File: config.mk
export PLATFORM = sky130hd
export DESIGN_NAME = linear_probe_hash_table
export DESIGN_NICKNAME = d
export VERILOG_FILES = /design/src/rtl/lph_pkg.sv /design/src/rtl/lph_ram.sv /design/src/rtl/lph_front.sv /design/src/rtl/lph_queue.sv /design/src/rtl/lph_back.sv /design/src/rtl/linear_probe_hash_table.sv
export SDC_FILE = /design/constraint.sdc
export NUM_CORES = 1
export LEC_CHECK = 0
export BUFFER_PORTS_ARGS = -buffer_cell sky130_fd_sc_hd__buf_2
export CORE_MARGIN = 2
export CORE_UTILIZATION = 59
export CTS_BUF_LIST = sky130_fd_sc_hd__clkbuf_2 sky130_fd_sc_hd__clkbuf_4 sky130_fd_sc_hd__clkbuf_8
export DETAILED_ROUTE_END_ITERATION = 6
export PLACE_DENSITY_LB_ADDON = 0.25
export SYNTH_ARGS = -nofsm -noshare
export SYNTH_HDL_FRONTEND = slang
export SYNTH_SLANG_ARGS = --single-unit
File: constraint.sdc
create_clock -name i_clk -period 14.5 [get_ports i_clk]
set_input_delay 1.45 -clock i_clk [delete_from_list [all_inputs] [get_ports i_clk]]
set_output_delay 1.45 -clock i_clk [all_outputs]
set_load 0.1 [all_outputs]
File: src/rtl/lph_pkg.sv
`timescale 1ns / 1ps
package lph_pkg;

    // Field widths
    localparam int OP_W    = 2;
    localparam int KEY_W   = 31;
    localparam int SIZE_W  = 5;
    localparam int SLOT_W  = 4;

    // Defaults
    localparam int DEPTH_DEF  = 16;
    localparam logic [SIZE_W-1:0] SIZE_RESET = 5'd16;

    // Operation codes
    localparam logic [OP_W-1:0] OP_INSERT = 2'd0;
    localparam logic [OP_W-1:0] OP_DELETE = 2'd1;
    localparam logic [OP_W-1:0] OP_SEARCH = 2'd2;

    // Classified request passed from front to back
    typedef struct packed {
        logic [OP_W-1:0]   op;
        logic [KEY_W-1:0]  key;
        logic [SIZE_W-1:0] home;
        logic              refused;
    } t_req;

endpackage

File: src/rtl/lph_ram.sv
`timescale 1ns / 1ps
module lph_ram #(
    parameter int WIDTH = 8,
    parameter int DEPTH = 16
) (
    input  logic                     i_clk,
    input  logic                     i_we,
    input  logic [$clog2(DEPTH)-1:0] i_waddr,
    input  logic [WIDTH-1:0]         i_wdata,
    input  logic [$clog2(DEPTH)-1:0] i_raddr,
    output logic [WIDTH-1:0]         o_rdata
);

    logic [WIDTH-1:0] r_mem [DEPTH];
    logic [WIDTH-1:0] r_rdata;

    // write one port, registered read on the other
    always_ff @(posedge i_clk) begin
        if (i_we) begin
            r_mem[i_waddr] <= i_wdata;
        end
        r_rdata <= r_mem[i_raddr];
    end

    assign o_rdata = r_rdata;

endmodule

File: src/rtl/lph_front.sv
`timescale 1ns / 1ps
module lph_front
    import lph_pkg::*;
(
    input  logic              i_clk,
    input  logic              i_rst_n,
    input  logic              i_start,
    input  logic [OP_W-1:0]   i_op,
    input  logic [KEY_W-1:0]  i_key_value,
    input  logic              i_hold,
    input  logic [SIZE_W-1:0] i_size,
    input  logic              i_full,
    output logic              o_busy,
    output logic              o_push,
    output t_req              o_req
);

    localparam logic [1:0] F_IDLE = 2'd0;
    localparam logic [1:0] F_DIV  = 2'd1;
    localparam logic [1:0] F_PUSH = 2'd2;

    logic [1:0]        r_state;
    logic [1:0]        r_cnt;
    logic [31:0]       r_div;
    logic [SIZE_W-1:0] r_rem;
    logic [OP_W-1:0]   r_op;
    logic [KEY_W-1:0]  r_key;
    logic              r_refused;
    logic [SIZE_W-1:0] n_rem;
    logic              accept;
    logic              bad_req;

    assign o_busy  = i_hold || (r_state != F_IDLE);
    assign accept  = i_start && !o_busy;
    assign bad_req = (i_key_value == '0) ||
                     !(i_op inside {OP_INSERT, OP_DELETE, OP_SEARCH});
    assign o_push  = (r_state == F_PUSH) && !i_full;

    assign o_req.op      = r_op;
    assign o_req.key     = r_key;
    assign o_req.home    = r_rem;
    assign o_req.refused = r_refused;

    // fold eight key bits into the remainder, most significant first
    always_comb begin
        logic [SIZE_W:0] t;
        n_rem = r_rem;
        for (int i = 0; i < 8; i++) begin
            t = {n_rem, r_div[31-i]};
            if (t >= {1'b0, i_size}) begin
                t = t - {1'b0, i_size};
            end
            n_rem = t[SIZE_W-1:0];
        end
    end

    // sequence: accept, reduce key modulo size (skipped for refused requests), hand to queue
    always_ff @(posedge i_clk) begin
        if (!i_rst_n) begin
            r_state <= F_IDLE;
            r_cnt   <= '0;
        end else begin
            case (r_state)
                F_IDLE: begin
                    if (accept) begin
                        r_op      <= i_op;
                        r_key     <= i_key_value;
                        r_refused <= bad_req;
                        r_rem     <= '0;
                        r_div     <= {1'b0, i_key_value};
                        r_cnt     <= '0;
                        r_state   <= bad_req ? F_PUSH : F_DIV;
                    end
                end
                F_DIV: begin
                    r_rem <= n_rem;
                    r_div <= {r_div[23:0], 8'h00};
                    r_cnt <= r_cnt + 2'd1;
                    if (r_cnt == 2'd3) begin
                        r_state <= F_PUSH;
                    end
                end
                F_PUSH: begin
                    if (!i_full) begin
                        r_state <= F_IDLE;
                    end
                end
                default: begin
                    r_state <= F_IDLE;
                end
            endcase
        end
    end

endmodule

File: src/rtl/lph_queue.sv
`timescale 1ns / 1ps
module lph_queue
    import lph_pkg::*;
(
    input  logic i_clk,
    input  logic i_rst_n,
    input  logic i_push,
    input  t_req i_req,
    input  logic i_pop,
    output logic o_full,
    output logic o_empty,
    output t_req o_head
);

    t_req       r_mem [2];
    logic       r_wp;
    logic       r_rp;
    logic [1:0] r_cnt;

    assign o_full  = (r_cnt == 2'd2);
    assign o_empty = (r_cnt == 2'd0);
    assign o_head  = r_mem[r_rp];

    // hold entries in a two-word ring
    always_ff @(posedge i_clk) begin
        if (i_push) begin
            r_mem[r_wp] <= i_req;
        end
    end

    // advance pointers and count
    always_ff @(posedge i_clk) begin
        if (!i_rst_n) begin
            r_wp  <= 1'b0;
            r_rp  <= 1'b0;
            r_cnt <= 2'd0;
        end else begin
            if (i_push) begin
                r_wp <= !r_wp;
            end
            if (i_pop) begin
                r_rp <= !r_rp;
            end
            case ({i_push, i_pop})
                2'b10:   r_cnt <= r_cnt + 2'd1;
                2'b01:   r_cnt <= r_cnt - 2'd1;
                default: r_cnt <= r_cnt;
            endcase
        end
    end

endmodule

File: src/rtl/lph_back.sv
`timescale 1ns / 1ps
module lph_back
    import lph_pkg::*;
#(
    parameter int DEPTH = DEPTH_DEF
) (
    input  logic              i_clk,
    input  logic              i_rst_n,
    input  logic [SIZE_W-1:0] i_size,
    input  logic              i_empty,
    input  t_req              i_head,
    output logic              o_pop,
    output logic              o_clearing,
    output logic              o_done,
    output logic              o_status,
    output logic [SLOT_W-1:0] o_slot_index
);

    localparam int IW = $clog2(DEPTH);

    localparam logic [1:0] B_CLEAR = 2'd0;
    localparam logic [1:0] B_IDLE  = 2'd1;
    localparam logic [1:0] B_PROBE = 2'd2;

    logic [1:0]        r_state;
    logic [IW-1:0]     r_clr_idx;
    logic [OP_W-1:0]   r_op;
    logic [KEY_W-1:0]  r_key;
    logic [KEY_W-1:0]  r_want;
    logic [IW-1:0]     r_rd_idx;
    logic [SIZE_W-1:0] r_rd_left;
    logic [SIZE_W-1:0] r_chk_left;
    logic              r_pv;
    logic [IW-1:0]     r_pv_idx;
    logic              r_done;
    logic              r_status;
    logic [SLOT_W-1:0] r_slot;

    logic              ram_we;
    logic [IW-1:0]     ram_waddr;
    logic [KEY_W-1:0]  ram_wdata;
    logic [KEY_W-1:0]  ram_rdata;
    logic              hit;
    logic              miss;
    logic [IW+4:0]     inc_w;
    logic [IW+4:0]     size_w;
    logic [IW-1:0]     next_idx;
    logic [IW+4:0]     home_w;
    logic [IW+3:0]     slot_w;

    lph_ram #(
        .WIDTH (KEY_W),
        .DEPTH (DEPTH)
    ) u_ram (
        .i_clk   (i_clk),
        .i_we    (ram_we),
        .i_waddr (ram_waddr),
        .i_wdata (ram_wdata),
        .i_raddr (r_rd_idx),
        .o_rdata (ram_rdata)
    );

    assign o_clearing = (r_state == B_CLEAR);
    assign o_pop      = (r_state == B_IDLE) && !i_empty;

    // compare the word read last cycle
    assign hit  = (r_state == B_PROBE) && r_pv && (ram_rdata == r_want);
    assign miss = (r_state == B_PROBE) && r_pv && !hit && (r_chk_left == 5'd1);

    // step the probe index, wrap at the size in use
    assign inc_w    = {5'b00000, r_rd_idx} + (IW+5)'(1);
    assign size_w   = {{IW{1'b0}}, i_size};
    assign next_idx = (inc_w >= size_w) ? '0 : inc_w[IW-1:0];

    assign home_w = {{IW{1'b0}}, i_head.home};
    assign slot_w = {4'b0000, r_pv_idx};

    // write port: clear sweep, or update of the slot found
    always_comb begin
        ram_we    = 1'b0;
        ram_waddr = r_pv_idx;
        ram_wdata = '0;
        if (r_state == B_CLEAR) begin
            ram_we    = 1'b1;
            ram_waddr = r_clr_idx;
        end else if (hit && (r_op != OP_SEARCH)) begin
            ram_we    = 1'b1;
            ram_wdata = (r_op == OP_INSERT) ? r_key : '0;
        end
    end

    always_ff @(posedge i_clk) begin
        if (!i_rst_n) begin
            r_state   <= B_CLEAR;
            r_clr_idx <= '0;
            r_pv      <= 1'b0;
            r_done    <= 1'b0;
        end else begin
            r_done <= 1'b0;
            case (r_state)
                B_CLEAR: begin
                    r_clr_idx <= r_clr_idx + IW'(1);
                    if (r_clr_idx == IW'(DEPTH - 1)) begin
                        r_state <= B_IDLE;
                    end
                end
                B_IDLE: begin
                    r_pv <= 1'b0;
                    if (!i_empty) begin
                        if (i_head.refused) begin
                            r_done   <= 1'b1;
                            r_status <= 1'b1;
                            r_slot   <= '0;
                        end else begin
                            r_op       <= i_head.op;
                            r_key      <= i_head.key;
                            r_want     <= (i_head.op == OP_INSERT) ? '0 : i_head.key;
                            r_rd_idx   <= home_w[IW-1:0];
                            r_rd_left  <= i_size;
                            r_chk_left <= i_size;
                            r_state    <= B_PROBE;
                        end
                    end
                end
                B_PROBE: begin
                    // issue the next read while checking the last one
                    if (r_rd_left != '0) begin
                        r_pv      <= 1'b1;
                        r_pv_idx  <= r_rd_idx;
                        r_rd_idx  <= next_idx;
                        r_rd_left <= r_rd_left - SIZE_W'(1);
                    end else begin
                        r_pv <= 1'b0;
                    end
                    if (r_pv) begin
                        r_chk_left <= r_chk_left - SIZE_W'(1);
                    end
                    if (hit) begin
                        r_done   <= 1'b1;
                        r_status <= 1'b0;
                        r_slot   <= slot_w[SLOT_W-1:0];
                        r_state  <= B_IDLE;
                    end else if (miss) begin
                        r_done   <= 1'b1;
                        r_status <= 1'b1;
                        r_slot   <= '0;
                        r_state  <= B_IDLE;
                    end
                end
                default: begin
                    r_state <= B_IDLE;
                end
            endcase
        end
    end

    assign o_done       = r_done;
    assign o_status     = r_status;
    assign o_slot_index = r_slot;

endmodule

File: src/rtl/linear_probe_hash_table.sv
`timescale 1ns / 1ps
// Linear-probing hash table of positive keys. After reset the block sweeps
// its slot memory to zero, one slot a cycle, and holds busy high during the
// sweep. A request is taken when start is high and busy is low; its result
// shows on o_status/o_slot_index for exactly one cycle with o_done, and the
// receiver cannot hold it off. The front reduces the key modulo the size in
// use (8 bits a cycle) and hands the request to a two-word queue; the back
// probes one slot a cycle through the memory's registered read port. The
// front takes a new request once it has pushed the last one into the queue,
// so it works while the back still probes, and the slower of the two sets
// the sustained rate. Refused requests (key zero, unknown op) skip the
// reduction and the probe and report failure with slot zero. Write
// table_size only while idle.
module linear_probe_hash_table
    import lph_pkg::*;
#(
    parameter int DEPTH = DEPTH_DEF
) (
    input  logic              i_clk,
    input  logic              i_rst_n,
    input  logic              start,
    output logic              busy,
    input  logic [OP_W-1:0]   i_op,
    input  logic [KEY_W-1:0]  i_key_value,
    input  logic              i_cfg_we,
    input  logic [SIZE_W-1:0] i_cfg_wdata,
    output logic              o_done,
    output logic              o_status,
    output logic [SLOT_W-1:0] o_slot_index
);

    localparam logic [SIZE_W-1:0] DEPTH_CAP = (DEPTH > 31) ? 5'd31 : SIZE_W'(DEPTH);

    logic [SIZE_W-1:0] r_table_size;
    logic [SIZE_W-1:0] size_used;
    logic              clearing;
    logic              push;
    logic              pop;
    logic              full;
    logic              empty;
    t_req              req;
    t_req              head;

    // hold the size register
    always_ff @(posedge i_clk) begin
        if (!i_rst_n) begin
            r_table_size <= SIZE_RESET;
        end else if (i_cfg_we) begin
            r_table_size <= i_cfg_wdata;
        end
    end

    // clamp the size in use to 1..DEPTH, and to at most 31
    always_comb begin
        size_used = r_table_size;
        if (r_table_size == '0) begin
            size_used = 5'd1;
        end else if (r_table_size > DEPTH_CAP) begin
            size_used = DEPTH_CAP;
        end
    end

    lph_front u_front (
        .i_clk       (i_clk),
        .i_rst_n     (i_rst_n),
        .i_start     (start),
        .i_op        (i_op),
        .i_key_value (i_key_value),
        .i_hold      (clearing),
        .i_size      (size_used),
        .i_full      (full),
        .o_busy      (busy),
        .o_push      (push),
        .o_req       (req)
    );

    lph_queue u_queue (
        .i_clk   (i_clk),
        .i_rst_n (i_rst_n),
        .i_push  (push),
        .i_req   (req),
        .i_pop   (pop),
        .o_full  (full),
        .o_empty (empty),
        .o_head  (head)
    );

    lph_back #(
        .DEPTH (DEPTH)
    ) u_back (
        .i_clk        (i_clk),
        .i_rst_n      (i_rst_n),
        .i_size       (size_used),
        .i_empty      (empty),
        .i_head       (head),
        .o_pop        (pop),
        .o_clearing   (clearing),
        .o_done       (o_done),
        .o_status     (o_status),
        .o_slot_index (o_slot_index)
    );

endmodule

# Word-level counts from Yosys, hierarchy flattened
# Memory sizes are Yosys's and may differ from the RTL's. A register that Yosys moved wholly into a read port is not among the register bits.
# Cells that the tools add are included.
# Widths: inputs -> output; s select.
# totals
regBits	179
ramBits	574
in_bits	42
output_inout_bits	7
wordCells	186
mem_count	2
# classes
add_sub_neg	15
order_cmp	10
eq_ne	24
muxes	68
bitwise_logic	2
reduce_logical	41
# mem_list
memory	words	word_bits	read_ports	rd_ports_with_merged_regs	write_ports	line	source
u_back.u_ram.r_mem	16	31	1	1	1	lph_ram.sv:14	logic [WIDTH-1:0] r_mem [DEPTH];
u_queue.r_mem	2	39	1	1	1	lph_queue.sv:15	t_req r_mem [2];
# ops
op	n
$mux 31	3
$mux 5	15
$pmux 32 s2	1
$ge 6x5->1	8
$sub 5x5->5	8
$mux 4	9
$mux 32	1
$eq 31x31->1	1
$logic_not 31->1	1
$pmux 5 s2	3
$mux 2	10
$mux 1	17
$pmux 4 s2	2
$reduce_and 5->1	3
$eq 2x2->1 const B	6
$logic_not 2->1	6
$ne 2x2->1 const B	6
$pmux 2 s3	2
$reduce_and 3->1	4
$sub 5x1->5 const B	2
$ge 9x5->1	1
$eq 2x1->1 const B	4
$logic_and 1x1->1	8
$ne 2x1->1 const B	4
other kinds (19)	35

# Longest topological paths before layout
# Gate-level depths: netlist of run 1.
# depth
word_depth	20
mapped_depth	68
mapped_depth_nobuf	67

# Modules after synthesis
# Synthesis of run 1 repeated with hierarchy kept, for this count alone.
# unflattened
hier_cells	1797
hier_area_um2	31968.2
# by_module_without_submodules
module	instances	cells_per_inst	area_each_um2	seq_area_each_um2
lph_ram	1	812	19248.5	15514.9
lph_front	1	476	5039.8	2212.1
lph_back	1	343	4438.0	2772.7
lph_queue	1	143	3020.4	2442.3
linear_probe_hash_table	1	23	221.5	100.1

# Least setup slack after synthesis of run 1
# OpenSTA, ideal clock, no wires.
# synth_path
kind	flip-flop to flip-flop
startpoint	reg r_table_size[1]
endpoint	reg u_front.r_rem[0], data pin
setup_time_ns	0.268
t_arrival_ns	13.145
required_ns	14.232
slack_ns	1.086
stages_incl_launch_ff	65
path_buffers	1
period_less_slack_ns	13.414
cell_sequence	dfxtp_1 > nor3_1 > o21ai_0 > inv_1 > ha_1 > inv_1 > fa_1 > a21oi_2 > o221ai_4 > o21ai_0 > inv_1 > ha_1 > and3_1 > a31o_2 > a221o_2 > nor2_4 > mux2i_1 > inv_1 > [29 not listed] > mux2i_1 > mux2i_1 > ha_1 > nor2b_1 > o21ai_0 > nand2b_1 > a41o_1 > a21oi_1 > o21ai_0 > a211oi_4 > mux2i_1 > fa_1 > a21o_1 > a21oi_1 > nand2_1 > a21oi_1 > a21o_1 > a21oi_2
# synth_between
elab_chain_len	20
elab_cells_between_ends	29
classes_between	add/sub: 8; order compare: 9; mux: 11; reduce/logical: 1
# synth_rtl
item	line	source
start, declared	linear_probe_hash_table.sv:34	logic [SIZE_W-1:0] r_table_size;
start signal, assigned	linear_probe_hash_table.sv:49	r_table_size <= i_cfg_wdata;
$gt 5x5->1	linear_probe_hash_table.sv:58	end else if (r_table_size > DEPTH_CAP) begin
$mux 5	linear_probe_hash_table.sv:58	
$mux 5 (*)	linear_probe_hash_table.sv:56	if (r_table_size == '0) begin
$sub 5x5->5 / $ge 6x5->1 (equally long branches)	lph_front.sv:51, lph_front.sv:50	
$mux 5	lph_front.sv:50	if (t >= {1'b0, i_size}) begin
$sub 5x5->5 / $ge 6x5->1 (equally long branches)	lph_front.sv:51, lph_front.sv:50	
$mux 5	lph_front.sv:50	
$sub 5x5->5 / $ge 6x5->1 (equally long branches)	lph_front.sv:51, lph_front.sv:50	
[4 not listed]	-	
$mux 5	lph_front.sv:50	
$ge 6x5->1 / $sub 5x5->5 (equally long branches)	lph_front.sv:50, lph_front.sv:51	
$mux 5	lph_front.sv:50	
$sub 5x5->5 / $ge 6x5->1 (equally long branches)	lph_front.sv:51, lph_front.sv:50	
$mux 5	lph_front.sv:50	
$ge 6x5->1	lph_front.sv:50	
$mux 5 (*)	lph_front.sv:50	
$pmux 5 s2 (*)	lph_front.sv:63	case (r_state)
end signal, assigned	lph_front.sv:76	r_rem <= n_rem;
end, declared	lph_front.sv:25	logic [SIZE_W-1:0] r_rem;
# Mark *: on every way between the ends. The rest lies on a longest branch, timed or not.
# A chain may end at the register's enable or synchronous reset.

# Worst setup path after layout of run 1
# layout_path
startpoint	reg r_table_size[2]
endpoint	reg u_front.r_rem[3], data pin
# layout_between
elab_chain_len	20
elab_cells_between_ends	29
classes_between	add/sub: 8; order compare: 9; mux: 11; reduce/logical: 1
# layout_rtl
item	line
$gt 5x5->1	linear_probe_hash_table.sv:58
$mux 5	linear_probe_hash_table.sv:58
$mux 5 (*)	linear_probe_hash_table.sv:56
$sub 5x5->5 / $ge 6x5->1 (equally long branches)	lph_front.sv:51, lph_front.sv:50
$mux 5	lph_front.sv:50
$sub 5x5->5 / $ge 6x5->1 (equally long branches)	lph_front.sv:51, lph_front.sv:50
$mux 5	lph_front.sv:50
$sub 5x5->5 / $ge 6x5->1 (equally long branches)	lph_front.sv:51, lph_front.sv:50
[4 not listed]	-
$mux 5	lph_front.sv:50
$ge 6x5->1 / $sub 5x5->5 (equally long branches)	lph_front.sv:50, lph_front.sv:51
$mux 5	lph_front.sv:50
$sub 5x5->5 / $ge 6x5->1 (equally long branches)	lph_front.sv:51, lph_front.sv:50
$mux 5	lph_front.sv:50
$sub 5x5->5 / $ge 6x5->1 (equally long branches)	lph_front.sv:51, lph_front.sv:50
$mux 5 (*)	lph_front.sv:50
$pmux 5 s2 (*)	lph_front.sv:63
# Marked as above.

==> results.ini, run 1 <==
[logic_synthesis]
synth_edf_count = 730
post-synth-top-area-fraction_pct = 68.9
synthTopCellsByArea = edfxtp_1, mux4_2, dfxtp_1
avgSynthCellArea_um2 = 18.6
synth-main-ff-cell = edfxtp_1
syn_nets = 1816
netlist-cell-type-count = 74
ys_warn_count = 0
ys_seq_area_share_pct = 72.2
syn_inst = 1710
yosysTopAreaCell = edfxtp_1
synth-seq-cells = 783
mappedNetlistArea_um2 = 31800
synth-async-reset-ratio_pct = 0

[global_routing]
grt_pass1_wl_um = 98900
grt_antenna_before_repair = 0
track_usage_pct = 24.0
grt_max_degree = 126
grt_pass1_vias = 16600
grt_overflow = 0

[pwr]
leakagePower_nw = 11.5
peakVddDrop_v = 0.000412
total_power_mw = 6.23
power_density_nw_per_um2 = 174

[die]
initial_utilization_pct = 59.3
io_pins = 49
die-height_um = 236
core_um2 = 53600
design.die.area_um2 = 55800
rows = 85
die_x_um = 236

[drt]
drt-total-wl_um = 65500
ant_nets = 0
vias = 16100
drc_errors = 0
firstDrtPassIters = 5
first_iter_violations = 1455
wl_per_cell_um = 24.7
routed_via_density = 6.05

[clock_tree]
cts_hold_buf = 0
clock_latency_ns = 0.75
numClockSinks = 783
cts_buffers = 115
clk_pin_slew_ns = 0.07
cts_tree = yes
htree_levels = 3
cts_buffer_depth = 3
cts_root_buffer = clkbuf_8

[placement]
dp_hpwl_um = 37100
gp_congestion = 0.848
place.port_buffers = 48
dp_cells = 2424

[status]
outcome = complete, no violations

[setup_path]
crit_top_cell = ha_1
worstPathArrival_ns = 14.13
start_kind = register
endpoint = u_front.r_rem[3]$_SDFFCE_PN0P_
cp.required_ns = 14.93
crit_path_max_fanout = 9
max_stage_delay_ns = 0.47
r2r_setup_slack_ns = 0.80
crit_type = register to register
critPathLaunch = r_table_size[2]$_SDFFE_PN0P_
r2r-end = u_front.r_rem[3]$_SDFFCE_PN0P_
worst_r2r_path_depth = 63
crit_path_end_kind = register
crit_slowest_cell = fa_1
r2r-start = r_table_size[2]$_SDFFE_PN0P_

[timing]
slew_headroom_pct = 23.1
whs_ns = 0.441
max_freq_mhz = 73.0
drv_slew = 0
worst_slew_pin_slew_ns = 1.15
fin_skew_ns = 0.0673
period_share_pct = 94.5
finalSetupViolCount = 0
post-route-min-period_ns = 13.70
finalHoldViolations = 0

[run]
maxCapViolations = 0

[min_path]
hold_path.class = register to register

[cells_and_area]
nets = 1963
layout.cells.non_filler = 2654
multi_input_area_um2 = 8670
fillers = 3517
drive_above_1_share_pct = 29.1
area_growth_pct = 12.7
seq_area_um2 = 23000
utilization_pct = 66.9
insertedDiodeCount = 0

[stage by stage]
step,setup TNS [ns],worst slack [ns],area [um2]
2_1_floorplan,0,1.09,31800
3_3_place_gp,0,0.277,33100
3_5_place_dp,-1.60,-0.379,33100
4_1_cts,0,0.0848,35700
5_1_grt,-0.152,-0.0553,35800
6_report,0,0.803,35800
[layout by cell type (no fill, tap or decap), types with 5 or more instances in the layout]
cell / netlist / routed
mux4_2: 155 / 155
nor2b_1: 15 / 14
a21o_1: 13 / 13
nand3_1: 9 / 9
clkinv_1: 1 / 11
a21boi_0: 5 / 5
xnor2_1: 34 / 34
bufinv_16: 0 / 5
o21ai_0: 21 / 18
nand2b_1: 12 / 12
ha_1: 56 / 56
dfxtp_1: 53 / 52
inv_1: 42 / 42
nor4_1: 13 / 12
nor2_4: 1 / 18
a21oi_2: 4 / 5
mux2i_1: 27 / 21
buf_4: 0 / 47
nand4_1: 10 / 10
buf_2: 0 / 48
xor2_1: 33 / 33
nor3_1: 10 / 10
clkbuf_4: 1 / 36
mux2i_2: 1 / 6
mux2_2: 44 / 44
edfxtp_1: 730 / 730
fa_1: 8 / 8
o22ai_1: 5 / 5
nand2_1: 107 / 107
o21a_1: 33 / 33
clkinv_2: 0 / 22
clkbuf_8: 0 / 137
a21oi_1: 41 / 37
nor2_1: 45 / 28
and2_1: 53 / 53
[how the worst min path moves through the flow]
stage	start	endpoint	slack [ns]	cells after the start
floorplan	u_front.r_refused$_DFFE_PP_	u_queue.r_mem[0][0]$_DFFE_PP_	0.42	0
global placement	u_front.r_key[8]$_DFFE_PP_	u_queue.r_mem[0][14]$_DFFE_PP_	0.42	0
detailed placement	u_front.r_key[7]$_DFFE_PP_	u_queue.r_mem[0][13]$_DFFE_PP_	0.43	0
CTS	u_front.r_key[9]$_DFFE_PP_	u_queue.r_mem[1][15]$_DFFE_PP_	0.44	0
global route	u_front.r_key[9]$_DFFE_PP_	u_queue.r_mem[1][15]$_DFFE_PP_	0.45	0
finish	u_front.r_key[9]$_DFFE_PP_	u_queue.r_mem[1][15]$_DFFE_PP_	0.44	0
[registers in the layout, indices dropped and copies added (netlist names), 5 cells and up, named ones only]
signal	count
u_back.u_ram.r_mem	496
u_queue.r_mem	76
u_front.r_div	32
u_back.r_key	31
u_back.r_want	31
u_back.u_ram.o_rdata	31
u_front.r_key	31
r_table_size	5
u_back.r_chk_left	5
u_back.r_rd_left	5
u_front.r_rem	5
[worst max-delay path: cells and delay by family, from the launching register on]
kind	cells	cell delay [ns]
muxes	8	2.53
DFF	1	0.34
buffers and inverters	6	0.64
adders and majority gates	9	3.13
AOI/OAI and AO/OA	29	5.13
and+or+nand+nor	11	1.64
[final cells by class]
type	count	share of cell area, %
Timing Repair Buffer	96	1.71
Inverter	43	0.450
Clock inverter	45	1.09
Sequential cell	783	64.1
Tap cell	696	2.43
Multi-Input combinational cell	818	24.2
Clock buffer	173	6.02
[cells by family (layout without fill, tap and decap cells)]
kind of cell	after synthesis	after routing	share of synthesized area [%]
adder cells (fa/ha/maj)	64	64	2.71
XOR/XNOR	67	67	1.84
AO/OA/AOI/OAI	154	154	3.45
buffers and inverters	109	357	1.30
AND/OR/NAND/NOR	302	302	4.84
multiplexers	231	231	13.6
flip-flops	783	783	72.2
[per-layer routing]
metal / global-route usage [%] / up-vias / wire length, um
met5: 0 / - / 0
met4: 7.94 / 0 / 1360
met3: 5.22 / 103 / 5440
met2: 39.2 / 659 / 32600
li1: - / 7091 / -
met1: 32.6 / 8197 / 26100
[power by group]
group          internal, mW  leakage [nW]  switching [mW]
registers              2.48          6.59          0.0104
clock network          1.05          1.37           0.831
logic                 0.865          3.52           0.992
total                  4.39          11.5            1.83
[synthesized netlist by cell type, types with 21 or more instances]
cell type	instances
ha_1	56
edfxtp_1	730
mux4_2	155
a21oi_1	41
mux2_2	44
o21a_1	33
mux2i_1	27
clkbuf_1	58
xnor2_1	34
and2_1	53
nand2_1	107
dfxtp_1	53
o21ai_0	21
xor2_1	33
inv_1	42
nor2_1	45
[timing repair]
action / CTS / global route
resized for setup: 3 / 20
pin swaps: 1 / 4
gates cloned: 0 / 0
endpoints found under the hold margin: 0 / 0
setup buffers: 1 / 11
endpoints found under the setup margin: 5 / 5
Note: power is estimated with default switching activity, not from simulation.
==> run 2: changes to the inputs <==
PLACE_DENSITY = 0.87   (was unset)
PLACE_DENSITY_LB_ADDON = unset   (was 0.25)
==> run 2 against run 1 <==
Net effect: final area shrank 0.47%; maximum frequency is essentially flat; core utilization shrank 0.32 points; first-iteration DRC count grew 21%; global-route usage grew 1.5 points; register-to-register slack is essentially flat; sequential power is essentially flat; total power shrank 1.1%; critical path depth is the same; sequential share of layout area grew 0.30 points; die area is the same; non-clock buffer count grew 2.
==> results.ini, run 2 (synthesis gave the netlist of run 1 again) <==
[drt]
wl_per_cell_um = 26.4
routed_via_density = 6.37
drt-total-wl_um = 70000
ant_nets = 0
firstDrtPassIters = 6
first_iter_violations = 1766
drc_errors = 0
vias = 16900

[placement]
place.port_buffers = 48
dp_hpwl_um = 38900
pre_cts_ws_ns = -0.160
gp_congestion = 0.902

[global_routing]
grt_pass1_wl_um = 105000
grt_pass1_vias = 17500
track_usage_pct = 25.5
grt_antenna_before_repair = 1
grt_max_degree = 127
grt_overflow = 0

[timing]
max_freq_mhz = 73.0
post-route-min-period_ns = 13.69
slew_headroom_pct = 21.0
finalHoldViolations = 0
drv_slew = 0
period_share_pct = 94.4
finalSetupViolCount = 0
whs_ns = 0.444
fin_skew_ns = 0.0553
setup_ws_ns = 0.805
worst_slew_pin_slew_ns = 1.18

[setup_path]
crit_slowest_cell = fa_1
start_kind = register
crit_path_end_kind = register
worstPathArrival_ns = 14.23
crit_top_cell = ha_1
crit_type = register to register
cp.required_ns = 15.03
max_stage_delay_ns = 0.47
r2r_setup_slack_ns = 0.81
crit_path_max_fanout = 8

[cells_and_area]
layout_common_cells = edfxtp_1, mux4_2, clkbuf_8
reg.largest.list = u_back.u_ram.r_mem (496), u_queue.r_mem (76), u_front.r_div (32)
regMostFlops = u_back.u_ram.r_mem
largest_register_ffs = 496
area_growth_pct = 12.1
fillers = 3201
final_common_cell = edfxtp_1
utilization_pct = 66.6
nets = 1961
drive_above_1_share_pct = 28.7

[clock_tree]
cts_hold_buf = 0
cts_buffers = 110
cts_buffer_depth = 3
clock_latency_ns = 0.72
clk_pin_slew_ns = 0.07
cts_root_buffer = clkbuf_8
numClockSinks = 783
cts_tree = yes
htree_levels = 3

[pwr]
total_power_mw = 6.16
power_density_nw_per_um2 = 173
leakagePower_nw = 11.4
peakVddDrop_v = 0.000473

[die]
initial_utilization_pct = 59.3
die_x_um = 236
io_pins = 49
rows = 85
die-height_um = 236
core_um2 = 53600
design.die.area_um2 = 55800

[status]
outcome = complete, no violations

[run]
maxCapViolations = 0

[min_path]
hold_path.class = register to register

## run 2: cell types whose count changed in the layout (fill, tap and decap cells not counted), moves of 2 or more
| cell | previous run | this run |
|---|---|---|
| clkinv_1 | 11 | 14 |
| clkbuf_4 | 36 | 47 |
| buf_4 | 47 | 49 |
| bufinv_16 | 5 | 2 |
| clkinv_2 | 22 | 12 |
| inv_8 | 2 | 0 |
| clkbuf_8 | 137 | 129 |
| inv_12 | 0 | 2 |
## run 2: timing repair
item	CTS	global route
setup endpoints to repair	5	5
pin swaps	0	4
buffers inserted	0	13
gates resized for setup	2	20
endpoints found under the hold margin	0	0
gates cloned	0	1
## run 2: worst paths after layout
| check | from | end | depth (start not counted) |
|---|---|---|---|
| hold / removal | u_front.r_key[20]$_DFFE_PP_ | u_queue.r_mem[0][26]$_DFFE_PP_ | 0 |
| hold reg to reg | u_front.r_key[20]$_DFFE_PP_ | u_queue.r_mem[0][26]$_DFFE_PP_ | 0 |
| setup reg to reg | r_table_size[1]$_SDFFE_PN0P_ | u_front.r_rem[1]$_SDFFCE_PN0P_ | 63 |
| setup / recovery | r_table_size[1]$_SDFFE_PN0P_ | u_front.r_rem[1]$_SDFFCE_PN0P_ | 63 |
## run 2: layout make-up
class / instances / area [um2] / area share, %
flip-flops and latches: 783 / 23000 / 64.4
clock buffers: 176 / 2130 / 5.97
inverters: 43 / 161 / 0.452
clock inverters: 32 / 239 / 0.670
repair buffers: 98 / 628 / 1.76
well taps: 696 / 871 / 2.44
diodes: 1 / 2.50 / 0.00702
multi-input cells: 819 / 8660 / 24.3
## run 2: where the power goes
| part | internal, mW | switching, mW |
|---|---|---|
| registers | 2.48 | 0.0133 |
| clock network | 0.973 | 0.815 |
| logic | 0.876 | 1.00 |
| total | 4.33 | 1.83 |
## run 2: critical path, delay by kind of cell (launching register included)
kind | cells | cell delay (ns)
flops | 1 | 0.33
mux | 8 | 2.67
simple gates | 12 | 1.84
fa+ha+maj | 9 | 3.16
buf+inv | 7 | 0.78
compound gates | 27 | 4.72
## run 2: metal layers
metal | global-route usage (%) | vias to the layer above | part of all wire, %
li1 | - | 7078 | -
met1 | 31.8 | 8479 | 35
met4 | 13.2 | 0 | 4.9
met5 | 0 | - | 0
met2 | 43.1 | 1076 | 51
met3 | 4.52 | 246 | 8.8
## run 2: stage by stage
step / setup TNS (ns) / instance area [um2] / cells
floorplan: 0 / 31800 / 1710
global placement: 0 / 33100 / 2425
detailed placement: -0.450 / 33100 / 2425
CTS: 0 / 35500 / 2633
global route: -0.155 / 35700 / 2648
finish: 0 / 35700 / 2648
